<file path="config.mk">
export PLATFORM = sky130hd
export DESIGN_NAME = switch_ingress_admission_dispatch_flat
export DESIGN_NICKNAME = d
export VERILOG_FILES = /design/src/rtl/sia_pkg.sv /design/src/rtl/sia_in_if.sv /design/src/rtl/sia_out_if.sv /design/src/rtl/switch_ingress_admission_dispatch.sv /design/src/rtl/sia_ram.sv /design/src/rtl/sia_front.sv /design/src/rtl/sia_engine.sv /design/src/flat_wrapper.sv
export VERILOG_INCLUDE_DIRS = /design/src /design/src/rtl
export SDC_FILE = /design/constraint.sdc
export NUM_CORES = 2
export LEC_CHECK = 0
export BUFFER_PORTS_ARGS = -buffer_cell sky130_fd_sc_hd__buf_4
export CORE_MARGIN = 2
export CORE_UTILIZATION = 35
export CTS_BUF_LIST = sky130_fd_sc_hd__clkbuf_4
export DETAILED_ROUTE_END_ITERATION = 8
export PLACE_DENSITY_LB_ADDON = 0.08
export SLEW_MARGIN = 5
export SYNTH_ARGS = -nofsm -noshare
export SYNTH_HDL_FRONTEND = slang
export SYNTH_SLANG_ARGS = --single-unit
</file>
<file path="constraint.sdc">
create_clock -name i_clk -period 6.6 [get_ports i_clk]
set_input_delay 0.99 -clock i_clk [delete_from_list [all_inputs] [get_ports i_clk]]
set_output_delay 0.99 -clock i_clk [all_outputs]
set_load 0.02 [all_outputs]
</file>
<file path="src/rtl/switch_ingress_admission_dispatch_assert.svh">
// Assertion helpers for the RTL engine; clocked on i_clk, off while i_rst_n is low.
`ifndef SWITCH_INGRESS_ADMISSION_DISPATCH_ASSERT_SVH
`define SWITCH_INGRESS_ADMISSION_DISPATCH_ASSERT_SVH

// Same-cycle implication.
`define SIA_ASSERT_NOW(lbl, ante, cons) \
    lbl: assert property (@(posedge i_clk) disable iff (!i_rst_n) (ante) |-> (cons)) \
        else $error("sia: assertion failed");

// Next-cycle implication.
`define SIA_ASSERT_NEXT(lbl, ante, cons) \
    lbl: assert property (@(posedge i_clk) disable iff (!i_rst_n) (ante) |=> (cons)) \
        else $error("sia: assertion failed");

`endif

</file>
<file path="src/rtl/sia_pkg.sv">
`timescale 1ns / 1ps
package sia_pkg;

    localparam int LEVEL_W    = 20;
    localparam int TIME_W     = 32;
    localparam int QUANTA_W   = 16;
    localparam int TICKS_W    = 16;
    localparam int CPUS_W     = 3;
    localparam int LEN_W      = 11;
    localparam int PROC_W     = 2;
    localparam int CFG_IDX_W  = 3;
    localparam int CFG_DATA_W = 32;

    // Register indexes of the configuration port
    localparam logic [CFG_IDX_W-1:0] CFG_BUFFER_SIZE    = 3'd0;
    localparam logic [CFG_IDX_W-1:0] CFG_HIGH_WATERMARK = 3'd1;
    localparam logic [CFG_IDX_W-1:0] CFG_PAUSE_QUANTA   = 3'd2;
    localparam logic [CFG_IDX_W-1:0] CFG_PAUSE_INTERVAL = 3'd3;
    localparam logic [CFG_IDX_W-1:0] CFG_PROC_TICKS     = 3'd4;
    localparam logic [CFG_IDX_W-1:0] CFG_CPUS_IN_USE    = 3'd5;

    typedef struct packed {
        logic [3:0]       port;
        logic [LEN_W-1:0] len;
        logic [7:0]       tag;
    } t_frame;

    typedef enum logic [0:0] {
        CMD_ARRIVE = 1'b0,
        CMD_TICK   = 1'b1
    } t_cmd_kind;

    typedef struct packed {
        t_cmd_kind kind;
        t_frame    frame;
    } t_cmd;

    typedef enum logic [2:0] {
        EV_START  = 3'd0,
        EV_QUEUED = 3'd1,
        EV_DROP   = 3'd2,
        EV_PAUSE  = 3'd3,
        EV_DONE   = 3'd4
    } t_event;

    typedef struct packed {
        t_event              kind;
        t_frame              frame;
        logic [PROC_W-1:0]   proc;
        logic [QUANTA_W-1:0] pause;
        logic [LEVEL_W-1:0]  level;
        logic                last;
    } t_result;

    typedef struct packed {
        logic [LEVEL_W-1:0]  buffer_size;
        logic [LEVEL_W-1:0]  high_watermark;
        logic [QUANTA_W-1:0] pause_quanta;
        logic [TIME_W-1:0]   pause_interval;
        logic [TICKS_W-1:0]  proc_ticks;
        logic [CPUS_W-1:0]   cpus_in_use;
    } t_cfg;

    typedef enum logic [2:0] {
        S_IDLE,
        S_ARR_A,
        S_ARR_B,
        S_ARR_C,
        S_TK_INIT,
        S_TK_EVAL,
        S_TK_SETTLE
    } t_state;

endpackage

</file>
<file path="src/rtl/sia_in_if.sv">
`timescale 1ns / 1ps
interface sia_in_if;
    logic        valid;
    logic        ready;
    logic        opcode;
    logic [7:0]  frame_tag;
    logic [10:0] frame_length;
    logic [3:0]  arrival_port;

    modport source (output valid, opcode, frame_tag, frame_length, arrival_port,
                    input ready);
    modport sink   (input valid, opcode, frame_tag, frame_length, arrival_port,
                    output ready);
endinterface

</file>
<file path="src/rtl/sia_out_if.sv">
`timescale 1ns / 1ps
interface sia_out_if;
    logic        valid;
    logic        ready;
    logic [2:0]  event_kind;
    logic [7:0]  out_tag;
    logic [10:0] out_length;
    logic [3:0]  out_port;
    logic [1:0]  processor_index;
    logic [15:0] pause_value;
    logic [19:0] buffer_level;
    logic        last;

    modport source (output valid, event_kind, out_tag, out_length, out_port,
                    processor_index, pause_value, buffer_level, last,
                    input ready);
    modport sink   (input valid, event_kind, out_tag, out_length, out_port,
                    processor_index, pause_value, buffer_level, last,
                    output ready);
endinterface

</file>
<file path="src/rtl/switch_ingress_admission_dispatch.sv">
// An arrival steps through S_ARR_A, S_ARR_B and S_ARR_C (S_ARR_C is skipped when refused
// for space); a tick through S_TK_INIT and one S_TK_EVAL per processor, plus S_TK_SETTLE
// after each queue pull by any processor but the last. Results leave through a register.
// Output stalls hold the engine; a two-entry command queue keeps the input open.
// Reset (i_rst_n low, synchronous) restores the register defaults and empties the
// queues and processors; the frame queue RAM is not cleared and needs no clearing pass.
`timescale 1ns / 1ps
module switch_ingress_admission_dispatch
    import sia_pkg::*;
#(
    parameter int NUM_PROCESSORS = 4,
    parameter int QUEUE_DEPTH    = 64
) (
    input  logic                  i_clk,
    input  logic                  i_rst_n,
    sia_in_if.sink                i_in,
    sia_out_if.source             o_out,
    input  logic                  i_cfg_we,
    input  logic [CFG_IDX_W-1:0]  i_cfg_idx,
    input  logic [CFG_DATA_W-1:0] i_cfg_data
);

    t_cfg r_cfg;
    t_cmd cmd;
    logic cmd_valid;
    logic cmd_pop;

    always_ff @(posedge i_clk) begin
        if (!i_rst_n) begin
            r_cfg.buffer_size    <= LEVEL_W'(65536);
            r_cfg.high_watermark <= '0;
            r_cfg.pause_quanta   <= '0;
            r_cfg.pause_interval <= '0;
            r_cfg.proc_ticks     <= TICKS_W'(1);
            r_cfg.cpus_in_use    <= CPUS_W'(1);
        end else if (i_cfg_we) begin
            case (i_cfg_idx)
                CFG_BUFFER_SIZE:    r_cfg.buffer_size    <= i_cfg_data[LEVEL_W-1:0];
                CFG_HIGH_WATERMARK: r_cfg.high_watermark <= i_cfg_data[LEVEL_W-1:0];
                CFG_PAUSE_QUANTA:   r_cfg.pause_quanta   <= i_cfg_data[QUANTA_W-1:0];
                CFG_PAUSE_INTERVAL: r_cfg.pause_interval <= i_cfg_data[TIME_W-1:0];
                CFG_PROC_TICKS:     r_cfg.proc_ticks     <= i_cfg_data[TICKS_W-1:0];
                CFG_CPUS_IN_USE:    r_cfg.cpus_in_use    <= i_cfg_data[CPUS_W-1:0];
                default:            r_cfg                <= r_cfg;
            endcase
        end
    end

    sia_front u_front (
        .i_clk       (i_clk),
        .i_rst_n     (i_rst_n),
        .i_in        (i_in),
        .o_cmd       (cmd),
        .o_cmd_valid (cmd_valid),
        .i_cmd_pop   (cmd_pop)
    );

    sia_engine #(
        .NUM_PROCESSORS (NUM_PROCESSORS),
        .QUEUE_DEPTH    (QUEUE_DEPTH)
    ) u_engine (
        .i_clk       (i_clk),
        .i_rst_n     (i_rst_n),
        .i_cfg       (r_cfg),
        .i_cmd       (cmd),
        .i_cmd_valid (cmd_valid),
        .o_cmd_pop   (cmd_pop),
        .o_out       (o_out)
    );

endmodule

</file>
<file path="src/rtl/sia_ram.sv">
`timescale 1ns / 1ps
module sia_ram #(
    parameter int WIDTH = 23,
    parameter int DEPTH = 64,
    localparam int AW   = (DEPTH > 1) ? $clog2(DEPTH) : 1
) (
    input  logic             i_clk,
    input  logic             i_we,
    input  logic [AW-1:0]    i_waddr,
    input  logic [WIDTH-1:0] i_wdata,
    input  logic [AW-1:0]    i_raddr,
    output logic [WIDTH-1:0] o_rdata
);

    logic [WIDTH-1:0] r_mem [DEPTH];
    logic [WIDTH-1:0] r_rdata;

    always_ff @(posedge i_clk) begin
        if (i_we) begin
            r_mem[i_waddr] <= i_wdata;
        end
        r_rdata <= r_mem[i_raddr];
    end

    assign o_rdata = r_rdata;

endmodule

</file>
<file path="src/rtl/sia_front.sv">
`timescale 1ns / 1ps
module sia_front
    import sia_pkg::*;
(
    input  logic   i_clk,
    input  logic   i_rst_n,
    sia_in_if.sink i_in,
    output t_cmd   o_cmd,
    output logic   o_cmd_valid,
    input  logic   i_cmd_pop
);

    t_cmd       r_slot [2];
    logic       r_wr;
    logic       r_rd;
    logic [1:0] r_cnt;
    t_cmd       cmd_in;
    logic       push;
    logic       pop;

    assign i_in.ready = (r_cnt != 2'd2);
    assign push       = i_in.valid && i_in.ready;
    assign pop        = i_cmd_pop && (r_cnt != 2'd0);

    // Classify the beat and pack the frame descriptor
    always_comb begin
        cmd_in.kind      = i_in.opcode ? CMD_TICK : CMD_ARRIVE;
        cmd_in.frame.tag  = i_in.frame_tag;
        cmd_in.frame.len  = i_in.frame_length;
        cmd_in.frame.port = i_in.arrival_port;
    end

    always_ff @(posedge i_clk) begin
        if (push) begin
            r_slot[r_wr] <= cmd_in;
        end
    end

    always_ff @(posedge i_clk) begin
        if (!i_rst_n) begin
            r_wr  <= 1'b0;
            r_rd  <= 1'b0;
            r_cnt <= 2'd0;
        end else begin
            if (push) begin
                r_wr <= ~r_wr;
            end
            if (pop) begin
                r_rd <= ~r_rd;
            end
            case ({push, pop})
                2'b10:   r_cnt <= r_cnt + 2'd1;
                2'b01:   r_cnt <= r_cnt - 2'd1;
                default: r_cnt <= r_cnt;
            endcase
        end
    end

    assign o_cmd       = r_slot[r_rd];
    assign o_cmd_valid = (r_cnt != 2'd0);

endmodule

</file>
<file path="src/rtl/sia_engine.sv">
`timescale 1ns / 1ps
module sia_engine
    import sia_pkg::*;
#(
    parameter int NUM_PROCESSORS = 4,
    parameter int QUEUE_DEPTH    = 64
) (
    input  logic       i_clk,
    input  logic       i_rst_n,
    input  t_cfg       i_cfg,
    input  t_cmd       i_cmd,
    input  logic       i_cmd_valid,
    output logic       o_cmd_pop,
    sia_out_if.source  o_out
);

    `include "switch_ingress_admission_dispatch_assert.svh"

    localparam int PIW = (NUM_PROCESSORS > 1) ? $clog2(NUM_PROCESSORS) : 1;
    localparam int QAW = $clog2(QUEUE_DEPTH);
    localparam int QCW = $clog2(QUEUE_DEPTH + 1);

    t_state              r_state, n_state;
    logic [LEVEL_W-1:0]  r_bytes, n_bytes;
    logic [TIME_W-1:0]   r_time, n_time;
    logic [TIME_W-1:0]   r_last_pause, n_last_pause;
    logic                r_busy [NUM_PROCESSORS];
    logic                n_busy [NUM_PROCESSORS];
    logic [TICKS_W-1:0]  r_count [NUM_PROCESSORS];
    logic [TICKS_W-1:0]  n_count [NUM_PROCESSORS];
    t_frame              r_pframe [NUM_PROCESSORS];
    t_frame              n_pframe [NUM_PROCESSORS];
    logic                r_exp [NUM_PROCESSORS];
    logic                n_exp [NUM_PROCESSORS];
    logic [QAW-1:0]      r_head, n_head;
    logic [QCW-1:0]      r_pcnt, n_pcnt;
    logic [PIW-1:0]      r_idx, n_idx;
    t_frame              r_cur, n_cur;
    logic                r_admit, n_admit;
    logic [LEVEL_W-1:0]  r_sum, n_sum;
    logic [TIME_W-1:0]   r_dt, n_dt;
    logic                r_found, n_found;
    logic [PIW-1:0]      r_free_idx, n_free_idx;
    logic                r_out_valid;
    t_result             r_out;

    logic                step;
    logic                emit;
    logic                load;
    logic                pull;
    logic                out_free;
    logic                last_idx;
    logic                later;
    logic                pause_hit;
    t_result             res;
    logic                ram_we;
    logic [QAW-1:0]      ram_waddr;
    logic [QAW:0]        wsum;
    logic [$bits(t_frame)-1:0] ram_rdata;
    logic [TICKS_W-1:0]  start_ticks;
    logic [LEVEL_W:0]    sum_wide;
    logic [LEVEL_W-1:0]  rel_level;
    logic [LEVEL_W-1:0]  cur_len;
    logic [LEVEL_W-1:0]  proc_len;

    assign out_free    = !r_out_valid || o_out.ready;
    assign load        = emit && out_free;
    assign last_idx    = (r_idx == PIW'(NUM_PROCESSORS - 1));
    assign start_ticks = (i_cfg.proc_ticks == '0) ? TICKS_W'(1) : i_cfg.proc_ticks;
    assign cur_len     = LEVEL_W'(r_cur.len);
    assign proc_len    = LEVEL_W'(r_pframe[r_idx].len);
    assign sum_wide    = {1'b0, r_bytes} + {1'b0, cur_len};
    assign rel_level   = (r_bytes >= proc_len) ? (r_bytes - proc_len) : '0;
    assign pause_hit   = (i_cfg.pause_quanta != '0) && (i_cfg.high_watermark != '0) &&
                         (r_sum >= i_cfg.high_watermark) && (r_dt > i_cfg.pause_interval);
    assign wsum        = (QAW+1)'(r_head) + (QAW+1)'(r_pcnt);
    assign ram_waddr   = (wsum >= (QAW+1)'(QUEUE_DEPTH)) ?
                         QAW'(wsum - (QAW+1)'(QUEUE_DEPTH)) : QAW'(wsum);

    sia_ram #(
        .WIDTH ($bits(t_frame)),
        .DEPTH (QUEUE_DEPTH)
    ) u_queue_ram (
        .i_clk   (i_clk),
        .i_we    (ram_we),
        .i_waddr (ram_waddr),
        .i_wdata (r_cur),
        .i_raddr (r_head),
        .o_rdata (ram_rdata)
    );

    // Expiring processors above the current one decide the last flag
    always_comb begin
        later = 1'b0;
        for (int j = 0; j < NUM_PROCESSORS; j++) begin
            if (r_exp[j] && (32'(j) > 32'(r_idx))) begin
                later = 1'b1;
            end
        end
    end

    // Next state
    always_comb begin
        n_state = r_state;
        case (r_state)
            S_IDLE: begin
                if (step) begin
                    n_state = (i_cmd.kind == CMD_TICK) ? S_TK_INIT : S_ARR_A;
                end
            end
            S_ARR_A:     n_state = S_ARR_B;
            S_ARR_B: begin
                if (step) begin
                    n_state = r_admit ? S_ARR_C : S_IDLE;
                end
            end
            S_ARR_C: begin
                if (step) begin
                    n_state = S_IDLE;
                end
            end
            S_TK_INIT:   n_state = S_TK_EVAL;
            S_TK_EVAL: begin
                if (step) begin
                    if (last_idx) begin
                        n_state = S_IDLE;
                    end else if (pull) begin
                        n_state = S_TK_SETTLE;
                    end else begin
                        n_state = S_TK_EVAL;
                    end
                end
            end
            S_TK_SETTLE: n_state = S_TK_EVAL;
            default:     n_state = S_IDLE;
        endcase
    end

    // Datapath and outputs
    always_comb begin
        step         = 1'b0;
        emit         = 1'b0;
        pull         = 1'b0;
        ram_we       = 1'b0;
        o_cmd_pop    = 1'b0;
        res          = '0;
        res.kind     = EV_DROP;
        n_bytes      = r_bytes;
        n_time       = r_time;
        n_last_pause = r_last_pause;
        n_busy       = r_busy;
        n_count      = r_count;
        n_pframe     = r_pframe;
        n_exp        = r_exp;
        n_head       = r_head;
        n_pcnt       = r_pcnt;
        n_idx        = r_idx;
        n_cur        = r_cur;
        n_admit      = r_admit;
        n_sum        = r_sum;
        n_dt         = r_dt;
        n_found      = r_found;
        n_free_idx   = r_free_idx;

        case (r_state)
            S_IDLE: begin
                if (i_cmd_valid) begin
                    o_cmd_pop = 1'b1;
                    n_cur     = i_cmd.frame;
                    step      = 1'b1;
                end
            end
            S_ARR_A: begin
                n_admit = (sum_wide < {1'b0, i_cfg.buffer_size});
                n_sum   = sum_wide[LEVEL_W-1:0];
                n_dt    = r_time - r_last_pause;
                n_found = 1'b0;
                // Descend so the lowest idle enabled processor wins
                for (int i = NUM_PROCESSORS - 1; i >= 0; i--) begin
                    if (!r_busy[i] && (32'(i) < 32'(i_cfg.cpus_in_use))) begin
                        n_found    = 1'b1;
                        n_free_idx = PIW'(i);
                    end
                end
                step = 1'b1;
            end
            S_ARR_B: begin
                res.frame = r_cur;
                if (!r_admit) begin
                    emit      = 1'b1;
                    res.kind  = EV_DROP;
                    res.level = r_bytes;
                    res.last  = 1'b1;
                    step      = out_free;
                end else begin
                    if (pause_hit) begin
                        emit      = 1'b1;
                        res.kind  = EV_PAUSE;
                        res.pause = i_cfg.pause_quanta;
                        res.level = r_sum;
                        step      = out_free;
                    end else begin
                        step = 1'b1;
                    end
                    if (step) begin
                        n_bytes = r_sum;
                        if (pause_hit) begin
                            n_last_pause = r_time;
                        end
                    end
                end
            end
            S_ARR_C: begin
                emit      = 1'b1;
                step      = out_free;
                res.frame = r_cur;
                res.last  = 1'b1;
                res.level = r_bytes;
                if (r_found) begin
                    res.kind = EV_START;
                    res.proc = PROC_W'(r_free_idx);
                    if (step) begin
                        n_busy[r_free_idx]   = 1'b1;
                        n_count[r_free_idx]  = start_ticks;
                        n_pframe[r_free_idx] = r_cur;
                    end
                end else if (r_pcnt < QCW'(QUEUE_DEPTH)) begin
                    res.kind = EV_QUEUED;
                    if (step) begin
                        ram_we = 1'b1;
                        n_pcnt = r_pcnt + 1'b1;
                    end
                end else begin
                    // Queue full: give the bytes back
                    res.kind  = EV_DROP;
                    res.level = r_bytes - cur_len;
                    if (step) begin
                        n_bytes = r_bytes - cur_len;
                    end
                end
            end
            S_TK_INIT: begin
                n_time = r_time + 1'b1;
                for (int i = 0; i < NUM_PROCESSORS; i++) begin
                    n_exp[i] = r_busy[i] && (r_count[i] <= TICKS_W'(1));
                end
                n_idx = '0;
                step  = 1'b1;
            end
            S_TK_EVAL: begin
                step = 1'b1;
                if (r_busy[r_idx]) begin
                    if (r_exp[r_idx]) begin
                        emit      = 1'b1;
                        step      = out_free;
                        res.kind  = EV_DONE;
                        res.frame = r_pframe[r_idx];
                        res.proc  = PROC_W'(r_idx);
                        res.level = rel_level;
                        res.last  = !later;
                        if (step) begin
                            n_bytes = rel_level;
                            if (r_pcnt != '0) begin
                                pull            = 1'b1;
                                n_pframe[r_idx] = t_frame'(ram_rdata);
                                n_count[r_idx]  = start_ticks;
                                n_pcnt          = r_pcnt - 1'b1;
                                n_head          = (r_head == QAW'(QUEUE_DEPTH - 1)) ?
                                                  '0 : r_head + 1'b1;
                            end else begin
                                n_busy[r_idx] = 1'b0;
                            end
                        end
                    end else begin
                        n_count[r_idx] = r_count[r_idx] - 1'b1;
                    end
                end
                if (step && !last_idx) begin
                    n_idx = r_idx + 1'b1;
                end
            end
            S_TK_SETTLE: begin
                // Wait for the new queue head to come out of the RAM
                step = 1'b1;
            end
            default: begin
                step = 1'b0;
            end
        endcase
    end

    always_ff @(posedge i_clk) begin
        if (!i_rst_n) begin
            r_state      <= S_IDLE;
            r_bytes      <= '0;
            r_time       <= '0;
            r_last_pause <= '0;
            r_head       <= '0;
            r_pcnt       <= '0;
            r_idx        <= '0;
            r_out_valid  <= 1'b0;
            for (int i = 0; i < NUM_PROCESSORS; i++) begin
                r_busy[i]  <= 1'b0;
                r_count[i] <= '0;
                r_exp[i]   <= 1'b0;
            end
        end else begin
            r_state      <= n_state;
            r_bytes      <= n_bytes;
            r_time       <= n_time;
            r_last_pause <= n_last_pause;
            r_head       <= n_head;
            r_pcnt       <= n_pcnt;
            r_idx        <= n_idx;
            r_busy       <= n_busy;
            r_count      <= n_count;
            r_exp        <= n_exp;
            if (load) begin
                r_out_valid <= 1'b1;
            end else if (o_out.ready) begin
                r_out_valid <= 1'b0;
            end
        end
    end

    always_ff @(posedge i_clk) begin
        r_pframe   <= n_pframe;
        r_cur      <= n_cur;
        r_admit    <= n_admit;
        r_sum      <= n_sum;
        r_dt       <= n_dt;
        r_found    <= n_found;
        r_free_idx <= n_free_idx;
        if (load) begin
            r_out <= res;
        end
    end

    assign o_out.valid           = r_out_valid;
    assign o_out.event_kind      = r_out.kind;
    assign o_out.out_tag         = r_out.frame.tag;
    assign o_out.out_length      = r_out.frame.len;
    assign o_out.out_port        = r_out.frame.port;
    assign o_out.processor_index = r_out.proc;
    assign o_out.pause_value     = r_out.pause;
    assign o_out.buffer_level    = r_out.level;
    assign o_out.last            = r_out.last;

    `SIA_ASSERT_NOW(a_queue_write_room, ram_we, r_pcnt < QCW'(QUEUE_DEPTH))
    `SIA_ASSERT_NEXT(a_pull_settles, pull, r_state == S_TK_SETTLE || r_state == S_IDLE)
    `SIA_ASSERT_NOW(a_busy_has_count, r_state == S_TK_EVAL && r_busy[r_idx],
                    r_count[r_idx] != '0)
    `SIA_ASSERT_NEXT(a_arrival_ends, load && r_state == S_ARR_C, r_state == S_IDLE)

endmodule

</file>
<file path="src/flat_wrapper.sv">
// flat-port wrapper written by rule: the top's interface ports become plain ports
module switch_ingress_admission_dispatch_flat import sia_pkg::*;
#(
    parameter int NUM_PROCESSORS = 4,
    parameter int QUEUE_DEPTH    = 64
)
  (i_clk, i_rst_n, i_cfg_we, i_cfg_idx, i_cfg_data, i_in_valid, i_in_opcode, i_in_frame_tag, i_in_frame_length, i_in_arrival_port, i_in_ready, o_out_valid, o_out_event_kind, o_out_out_tag, o_out_out_length, o_out_out_port, o_out_processor_index, o_out_pause_value, o_out_buffer_level, o_out_last, o_out_ready);
  sia_in_if i_in_i ();
  sia_out_if o_out_i ();
  input  logic i_clk;
  input  logic i_rst_n;
  input  logic i_cfg_we;
  input  logic [CFG_IDX_W-1:0] i_cfg_idx;
  input  logic [CFG_DATA_W-1:0] i_cfg_data;
  input wire logic [$bits(i_in_i.valid)-1:0] i_in_valid;
  input wire logic [$bits(i_in_i.opcode)-1:0] i_in_opcode;
  input wire logic [$bits(i_in_i.frame_tag)-1:0] i_in_frame_tag;
  input wire logic [$bits(i_in_i.frame_length)-1:0] i_in_frame_length;
  input wire logic [$bits(i_in_i.arrival_port)-1:0] i_in_arrival_port;
  output wire logic [$bits(i_in_i.ready)-1:0] i_in_ready;
  output wire logic [$bits(o_out_i.valid)-1:0] o_out_valid;
  output wire logic [$bits(o_out_i.event_kind)-1:0] o_out_event_kind;
  output wire logic [$bits(o_out_i.out_tag)-1:0] o_out_out_tag;
  output wire logic [$bits(o_out_i.out_length)-1:0] o_out_out_length;
  output wire logic [$bits(o_out_i.out_port)-1:0] o_out_out_port;
  output wire logic [$bits(o_out_i.processor_index)-1:0] o_out_processor_index;
  output wire logic [$bits(o_out_i.pause_value)-1:0] o_out_pause_value;
  output wire logic [$bits(o_out_i.buffer_level)-1:0] o_out_buffer_level;
  output wire logic [$bits(o_out_i.last)-1:0] o_out_last;
  input wire logic [$bits(o_out_i.ready)-1:0] o_out_ready;
  assign i_in_i.valid = i_in_valid;
  assign i_in_i.opcode = i_in_opcode;
  assign i_in_i.frame_tag = i_in_frame_tag;
  assign i_in_i.frame_length = i_in_frame_length;
  assign i_in_i.arrival_port = i_in_arrival_port;
  assign i_in_ready = i_in_i.ready;
  assign o_out_valid = o_out_i.valid;
  assign o_out_event_kind = o_out_i.event_kind;
  assign o_out_out_tag = o_out_i.out_tag;
  assign o_out_out_length = o_out_i.out_length;
  assign o_out_out_port = o_out_i.out_port;
  assign o_out_processor_index = o_out_i.processor_index;
  assign o_out_pause_value = o_out_i.pause_value;
  assign o_out_buffer_level = o_out_i.buffer_level;
  assign o_out_last = o_out_i.last;
  assign o_out_i.ready = o_out_ready;
  switch_ingress_admission_dispatch #(.NUM_PROCESSORS(NUM_PROCESSORS), .QUEUE_DEPTH(QUEUE_DEPTH)) u_core (.i_clk(i_clk), .i_rst_n(i_rst_n), .i_in(i_in_i), .o_out(o_out_i), .i_cfg_we(i_cfg_we), .i_cfg_idx(i_cfg_idx), .i_cfg_data(i_cfg_data));
endmodule
</file>
=== Word level (Yosys, flattened, before mapping) ===
Memory sizes are Yosys's and may differ from the RTL's. A register that Yosys moved wholly into a read port is not among the register bits.
Index checks and enable logic that the tools add are counted.

* Bits in latches: 0
* Memories: 2
* Memory bits (read-only): 0
* Output and inout port bits: 67
* Bits of input ports: 64
* Bits in registers: 522
* RAM bits: 1520
* Word-level logic and storage cells: 340

{| class="wikitable"
|+ Memory list
! memory !! depth !! width !! rd ports !! clocked after memory_dff !! wr ports !! RTL line !! source
|-
| u_core.u_engine.u_queue_ram.r_mem || 64 || 23 || 1 || 1 || 1 || sia_ram.sv:15 || <nowiki>logic [WIDTH-1:0] r_mem [DEPTH];</nowiki>
|-
| u_core.u_front.r_slot || 2 || 24 || 1 || 1 || 1 || sia_front.sv:13 || <nowiki>t_cmd r_slot [2];</nowiki>
|}

* Divide/modulo/power cells: 0
* Equality and inequality tests: 35
* Multiply operators: 0
* Add/subtract/negate cells: 14
* Shift-type cells: 0
* Muxes and demuxes: 140
* $lt $le $gt $ge: 21
* Bitwise gates (word level): 7
* Reduce and logical (&&, ||, !) cells: 63

{| class="wikitable"
|+ Operator list
! operator !! number
|-
| $mux W92 || 6
|-
| $mux W64 || 6
|-
| $mux W20 || 13
|-
| $bwmux W64 || 3
|-
| $bwmux W92 || 2
|-
| $pmux W92 S2 || 1
|-
| $pmux W64 S2 || 1
|-
| $demux W23 S2 || 2
|-
| $mux W23 || 4
|-
| $mux W16 || 5
|-
| $pmux W26 S3 || 1
|-
| $demux W16 S2 || 2
|-
| $le A16 B1 Y1 const B || 4
|-
| $pmux W21 S3 || 1
|-
| $pmux W20 S3 || 1
|-
| $mux W28 || 2
|-
| $mux W7 || 7
|-
| $bmux W23 S2 || 1
|-
| $mux W1 || 45
|-
| $mux W21 || 2
|-
| $sub A20 B11 Y20 || 2
|-
| $ne A2 B2 Y1 const B || 17
|-
| $add A32 B1 Y32 const B || 1
|-
| $bmux W16 S2 || 1
|-
| other kinds (68) || 150
|}

=== Logic depth before layout (Yosys ltp) ===
* Depth in word-level cells: 12
* Mapped depth: 18

=== Cells and area by module ===
From an unflattened synthesis, not the netlist that was laid out.

* Cell total of the unflattened synthesis: 5428
* Area total of the unflattened synthesis: 86842.0 µm²

{| class="wikitable"
|+ Modules (own cells, without submodules)
! module !! area an instance (µm²) !! seq. area each (µm²) !! cells an instance !! instances
|-
| sia_ram || 56581.8 || 44662.8 || 2458 || 1
|-
| sia_engine || 24309.6 || 10590.2 || 2483 || 1
|-
| switch_ingress_admission_dispatch || 3988.8 || 2142.1 || 388 || 1
|-
| sia_front || 1961.9 || 1541.5 || 99 || 1
|}

=== Worst setup path after synthesis ===
No wires, ideal clock.

* Path kind: register to register
* Start: register u_core.u_engine.r_dt[31]
* End: register u_core.u_engine.r_out, in the netlist u_core.u_engine.o_out.buffer_level[0], enable pin
* Arrival: 4472 ps
* Required time: 6112 ps
* Buffers on the path: 0
* Stages on the path, launching flop included: 11
* Period minus slack after synthesis: 4961 ps
* Setup time: 488 ps
* Setup slack: 1639 ps
* Cells stage by stage: edfxtp_1 -> ha_1 -> nand4_1 -> or2_1 -> nor4_1 -> o31a_1 -> o211ai_1 -> nand2_1 -> o21a_1 -> nor2_1 -> nor2_1

* Longest elaborated chain between the ends: 6

{| class="wikitable"
|+ RTL lines
! what !! RTL line !! source
|-
| from (decl) || sia_engine.sv:41 || <nowiki>logic [TIME_W-1:0] r_dt, n_dt;</nowiki>
|-
| from (signal assigned) || sia_engine.sv:331 || <nowiki>r_dt <= n_dt;</nowiki>
|-
| $gt A32 B32 Y1 || sia_engine.sv:75 || <nowiki>(r_sum >= i_cfg.high_watermark) && (r_dt > i_cfg.pause_interval);</nowiki>
|-
| $logic_and A1 B1 Y1 || sia_engine.sv:75 ||
|-
| $mux W1 || sia_engine.sv:196 || <nowiki>if (pause_hit) begin</nowiki>
|-
| $mux W1 || sia_engine.sv:189 || <nowiki>if (!r_admit) begin</nowiki>
|-
| $pmux W1 S3 || sia_engine.sv:165 || <nowiki>case (r_state)</nowiki>
|-
| $logic_and A1 B1 Y1 || sia_engine.sv:67 || <nowiki>assign load = emit && out_free;</nowiki>
|-
| named net u_core.u_engine.load || sia_engine.sv:49 || <nowiki>logic load;</nowiki>
|-
| to (signal assigned) || sia_engine.sv:335 || <nowiki>r_out <= res;</nowiki>
|-
| to (decl) || sia_engine.sv:45 || <nowiki>t_result r_out;</nowiki>
|}

The timed path passes the listed nets, and every way through them passes these cells.
A chain may end at the register's enable or synchronous reset.

=== Worst setup path in the final report ===
* Start: register u_core.u_engine.r_cur, in the netlist u_core.u_engine.cur_len[3]
* End: register u_core.u_engine.r_out, in the netlist u_core.u_engine.o_out.buffer_level[15], data pin

* Longest elaborated chain between the ends: 4

{| class="wikitable"
|+ RTL lines
! what !! RTL line !! source
|-
| from (decl) || sia_engine.sv:38 || <nowiki>t_frame r_cur, n_cur;</nowiki>
|-
| from (signal assigned) || sia_engine.sv:328 || <nowiki>r_cur <= n_cur;</nowiki>
|-
| $sub A20 B11 Y20 || sia_engine.sv:236 || <nowiki>res.level = r_bytes - cur_len;</nowiki>
|-
| $mux W20 || sia_engine.sv:227 || <nowiki>end else if (r_pcnt < QCW'(QUEUE_DEPTH)) begin</nowiki>
|-
| $mux W20 || sia_engine.sv:219 || <nowiki>if (r_found) begin</nowiki>
|-
| $pmux W21 S3 || sia_engine.sv:165 ||
|}

No other way between the ends.

==> metrics.txt <==
# TYPE chip_impl_metric gauge
chip_impl_metric{name="finalWorstSetupSlack",unit="ns"} 1.93
chip_impl_metric{name="fin_hold_ws",unit="ns"} 0.250
chip_impl_metric{name="first_pass_grt_wire_length",unit="um"} 370000
chip_impl_info{name="netlist_top_cells_area",value="sky130_fd_sc_hd__edfxtp_1 61%, sky130_fd_sc_hd__mux4_2 14%, sky130_fd_sc_hd__dfxtp_1 7.2%"} 1
chip_impl_metric{name="numPortBuffers",unit=""} 130
chip_impl_metric{name="floorplan.die.height",unit="um"} 501
chip_impl_metric{name="netlist.area_leader.share",unit="%"} 61.1
chip_impl_info{name="synth_top_family_by_area",value="multiplexers"} 1
chip_impl_metric{name="maximum_ir_drop_on_the_vdd_rail",unit="mV"} 0.225
chip_impl_info{name="yosysMostFrequentCell",value="sky130_fd_sc_hd__edfxtp_1"} 1
chip_impl_metric{name="final.setup_skew",unit="ns"} 0.169
chip_impl_info{name="tritoncts",value="yes"} 1
chip_impl_metric{name="synth_enable_flop_cells",unit=""} 1756
chip_impl_metric{name="area_delta_synth_final",unit="%"} 15.7
chip_impl_metric{name="hold_viol_final",unit=""} 0
chip_impl_metric{name="setup_viol_count_final",unit=""} 0
chip_impl_info{name="hold_path.class",value="primary input to flop"} 1
chip_impl_metric{name="core.rowCount",unit=""} 182
chip_impl_metric{name="placeableCoreArea",unit="sq mm"} 0.246
chip_impl_metric{name="finalWorstPathRequiredPeriod",unit="ns"} 4.67
chip_impl_metric{name="slew_viol_final",unit=""} 0
chip_impl_metric{name="timing.reg2reg.setup_slack",unit="ns"} 1.93
chip_impl_info{name="crit_start",value="u_core.u_engine.cur_len[3]$_DFFE_PP_"} 1
chip_impl_info{name="r2r-start",value="u_core.u_engine.cur_len[3]$_DFFE_PP_"} 1
chip_impl_metric{name="drt_drc_violations_left",unit=""} 0
chip_impl_metric{name="cts.path.max_buffers",unit=""} 4
chip_impl_metric{name="routabilityCongestion",unit=""} 0.868
chip_impl_info{name="critPathKind",value="flop to flop"} 1
chip_impl_info{name="result_of_the_run",value="complete, no violations"} 1
chip_impl_metric{name="flop_and_latch_count_out_of_synthesis",unit=""} 2066
chip_impl_metric{name="final_layout_size_suffix_gt1_share",unit="%"} 29.7
chip_impl_metric{name="number_of_standard_cells_after_synthesis",unit=""} 5157
chip_impl_metric{name="grt_antenna_before_repair",unit=""} 14
chip_impl_metric{name="timing.final.crit_share",unit="%"} 70.7
chip_impl_metric{name="detail_route.vias_per_cell",unit=""} 5.28
chip_impl_metric{name="crit_buf_inv",unit=""} 2
chip_impl_metric{name="num_vias",unit=""} 49900
chip_impl_metric{name="grt_max_degree",unit=""} 125
chip_impl_metric{name="post_synth_xor_area_fraction",unit="%"} 1.36
chip_impl_metric{name="cellPowerDensity",unit="mW/mm^2"} 331
chip_impl_metric{name="clk_latency",unit="ns"} 1.42
chip_impl_metric{name="ys_async_rst_share",unit="%"} 0
chip_impl_metric{name="drt-initial-drc-count",unit=""} 4100
chip_impl_metric{name="detailedPlacementHpwl",unit="um"} 153000
chip_impl_metric{name="postCtsSetupRepairBufs",unit=""} 0
chip_impl_metric{name="clock-sinks",unit=""} 2066
chip_impl_metric{name="post_cts.resized_instances",unit=""} 0
chip_impl_info{name="timing.critical_path.cells",value="buf_4 -> inv_1 -> ha_1 -> o21ai_0 -> a21oi_1 -> o41ai_1 -> o21ai_1 -> o22ai_1 -> and2_1 -> nand2_1 -> xnor2_1 -> a221o_1"} 1
chip_impl_info{name="post_synth_most_frequent_cells",value="1,756 x sky130_fd_sc_hd__edfxtp_1, 524 x sky130_fd_sc_hd__mux4_2, 443 x sky130_fd_sc_hd__nand2_1, 310 x sky130_fd_sc_hd__dfxtp_1, 216 x sky130_fd_sc_hd__clkbuf_1"} 1
chip_impl_metric{name="drt-total-wl",unit="um"} 259000
chip_impl_metric{name="start_util",unit="%"} 35.1
chip_impl_metric{name="chipWidth",unit="um"} 501
chip_impl_metric{name="grt.total_usage",unit="%"} 20.5
chip_impl_metric{name="globalRouteOverflowTotal",unit=""} 0
chip_impl_metric{name="synth-warning-count",unit=""} 0
chip_impl_metric{name="post_synth_num_cell_types",unit=""} 83
chip_impl_metric{name="die_area",unit="sq mm"} 0.251
chip_impl_metric{name="design.final.nets",unit=""} 6023
chip_impl_metric{name="worst_path_largest_cell_delay",unit="ns"} 0.69
chip_impl_metric{name="synth_simple_gate_area_share",unit="%"} 5.34
chip_impl_metric{name="cts_inserted_buffers",unit=""} 597
chip_impl_metric{name="cp.arrival",unit="ns"} 5.78
chip_impl_metric{name="drv_cap",unit=""} 0
chip_impl_metric{name="worst-slew-pin-transition",unit="ns"} 1.21
chip_impl_metric{name="first_global_vias",unit=""} 52000
chip_impl_metric{name="post-route-util",unit="%"} 40.7
chip_impl_metric{name="post_cts_hold_buffer_count",unit=""} 63
chip_impl_metric{name="postRouteAntennaNets",unit=""} 0
chip_impl_info{name="ys_dominant_reg_cell",value="sky130_fd_sc_hd__edfxtp_1"} 1
chip_impl_metric{name="fraction_of_the_mapped_netlist_area_in_compound_gates",unit="%"} 6.30
chip_impl_metric{name="syn_area",unit="sq mm"} 0.0864
chip_impl_info{name="crit_slowest_cell",value="sky130_fd_sc_hd__o22ai_1"} 1
chip_impl_metric{name="clock_input_transition_at_the_sequential_cells_of_the_worst_setup_and_hold_paths",unit="ns"} 0.06
chip_impl_info{name="grt_setup_unrepaired",value="false"} 1
chip_impl_metric{name="setup_tns",unit="ns"} 0
chip_impl_metric{name="first_pass_iters",unit=""} 8
chip_impl_metric{name="drt-wirelength-per-cell",unit="um"} 27.4
chip_impl_metric{name="synth.area.mux_share",unit="%"} 14.4
chip_impl_metric{name="critical_path_peak_fanout",unit=""} 66
chip_impl_metric{name="syn-num-nets",unit=""} 5381
chip_impl_info{name="min_from",value="i_cfg_idx[0]"} 1
chip_impl_metric{name="slew-limit-headroom",unit="%"} 18.9
chip_impl_info{name="cts_root_buffer",value="sky130_fd_sc_hd__clkbuf_4"} 1
chip_impl_metric{name="maxClockFrequency",unit="MHz"} 214
chip_impl_info{name="end_kind",value="flop"} 1
chip_impl_info{name="yosys.area.top_type",value="sky130_fd_sc_hd__edfxtp_1"} 1
chip_impl_metric{name="syn-mean-instance-area",unit="sq um"} 16.7
chip_impl_metric{name="io-pin-count",unit=""} 131
chip_impl_metric{name="power.leakage",unit="nW"} 33.0
chip_impl_metric{name="pre_cts_slack",unit="ns"} 1.97
chip_impl_info{name="critical-path-top-delay-family",value="compound AO/OA/AOI/OAI gates"} 1
chip_impl_metric{name="yosysSeqAreaShare",unit="%"} 68.2
chip_impl_metric{name="synthAdderAreaFrac",unit="%"} 2.38
chip_impl_info{name="critical_path.startpoint_type",value="flop"} 1
chip_impl_metric{name="htree_depth",unit=""} 6
chip_impl_metric{name="crit_required",unit="ns"} 7.72
[metal layers]
metal,part of all wire [%],vias to the layer above,track usage (%)
met5,0.098,-,0
met4,2.5,4,6.53
met3,5.5,381,3.85
met2,49,1586,34.6
met1,42,25800,26.8
li1,-,22000,-
[worst register-to-register path, cell delays in order (launching register included)]
cell                       delay [ns]
sky130_fd_sc_hd__edfxtp_1        0.33
sky130_fd_sc_hd__buf_4           0.63
sky130_fd_sc_hd__inv_1           0.29
sky130_fd_sc_hd__ha_1            0.44
sky130_fd_sc_hd__o21ai_0         0.20
sky130_fd_sc_hd__a21oi_1         0.08
sky130_fd_sc_hd__o41ai_1         0.63
sky130_fd_sc_hd__o21ai_1         0.19
sky130_fd_sc_hd__o22ai_1         0.69
sky130_fd_sc_hd__and2_1          0.37
sky130_fd_sc_hd__nand2_1         0.12
sky130_fd_sc_hd__xnor2_1         0.15
sky130_fd_sc_hd__a221o_1         0.29
[through the flow]
step	area, sq um	std cells	power, mW
finish	100000	9437	33.1
global route	99900	9427	34.7
CTS	99900	9422	33.5
detailed placement	91800	8357	21.3
global placement	91800	8357	21.2
floorplan	86400	5157	19.0
[logic make-up (layout without fill, tap and decap cells)]
logic type | after synthesis | count (layout)
xor gates and xnor gates | 133 | 133
adders and majority gates | 161 | 161
other | 0 | 15
muxes | 588 | 588
buffers and inverters | 439 | 1484
DFF | 2066 | 2066
and+or+nand+nor | 983 | 983
AOI/OAI and AO/OA | 787 | 787
[report_power, final]
| group | leakage (nW) | total, mW | internal (mW) | switching (mW) |
|---|---|---|---|---|
| registers | 18.4 | 16.2 | 15.8 | 0.373 |
| clock network | 4.48 | 12.1 | 6.62 | 5.45 |
| logic | 10.1 | 4.82 | 1.25 | 3.57 |
[cell usage in the layout (no fill, tap or decap), drive strengths merged, types with 84 or more instances in the layout]
cell type     n
edfxtp     1756
clkbuf      883
mux4        524
nand2       444
dfxtp       310
buf         255
nor2        180
inv         177
o21ai       168
ha          154
a21oi       146
a21boi      122
clkinv       89
xnor2        84
[final timing paths]
path,end,depth (start not counted)
worst max-delay path,u_core.u_engine.o_out.buffer_level[15]$_SDFFCE_PP0P_,12
worst min-delay path,u_core.r_cfg[0]$_SDFFE_PN1P_,4
worst max register to register,u_core.u_engine.o_out.buffer_level[15]$_SDFFCE_PP0P_,12
worst min register to register,u_core.r_cfg[47]$_SDFFE_PN0P_,2
[area by class of cell]
class                      count  area [sq um]
timing repair buffer         319          2580
tap                         3220          4030
clock inverter               120           873
inverter                     163           612
antenna                       15          37.5
multi-input combinational   2652         26200
sequential                  2066         59000
clock buffer                 882          6620
fill                       22500        146000
[flip-flops by register name, summed over array words and instances (netlist names), 6 cells and up, named ones only]
signal	count
u_core.u_engine.u_queue_ram.r_mem	1472
u_core.u_engine.r_bytes	20
u_core.u_engine.r_sum	20
u_core.u_engine.o_out.pause_value	16
u_core.u_engine.u_queue_ram.o_rdata	23
u_core.u_engine.r_pframe	92
u_core.u_engine.r_head	6
u_core.u_engine.r_pcnt	7
u_core.u_engine.r_dt	32
u_core.u_engine.o_out.out_length	11
u_core.u_engine.r_last_pause	32
u_core.r_cfg	107
u_core.u_engine.r_count	64
u_core.u_engine.o_out.out_tag	8
u_core.u_front.r_slot	48
u_core.u_engine.r_time	32
u_core.u_engine.cur_len	11
u_core.u_engine.r_cur	12
u_core.u_engine.o_out.buffer_level	20
No activity file was read; power rests on OpenSTA's default activity.
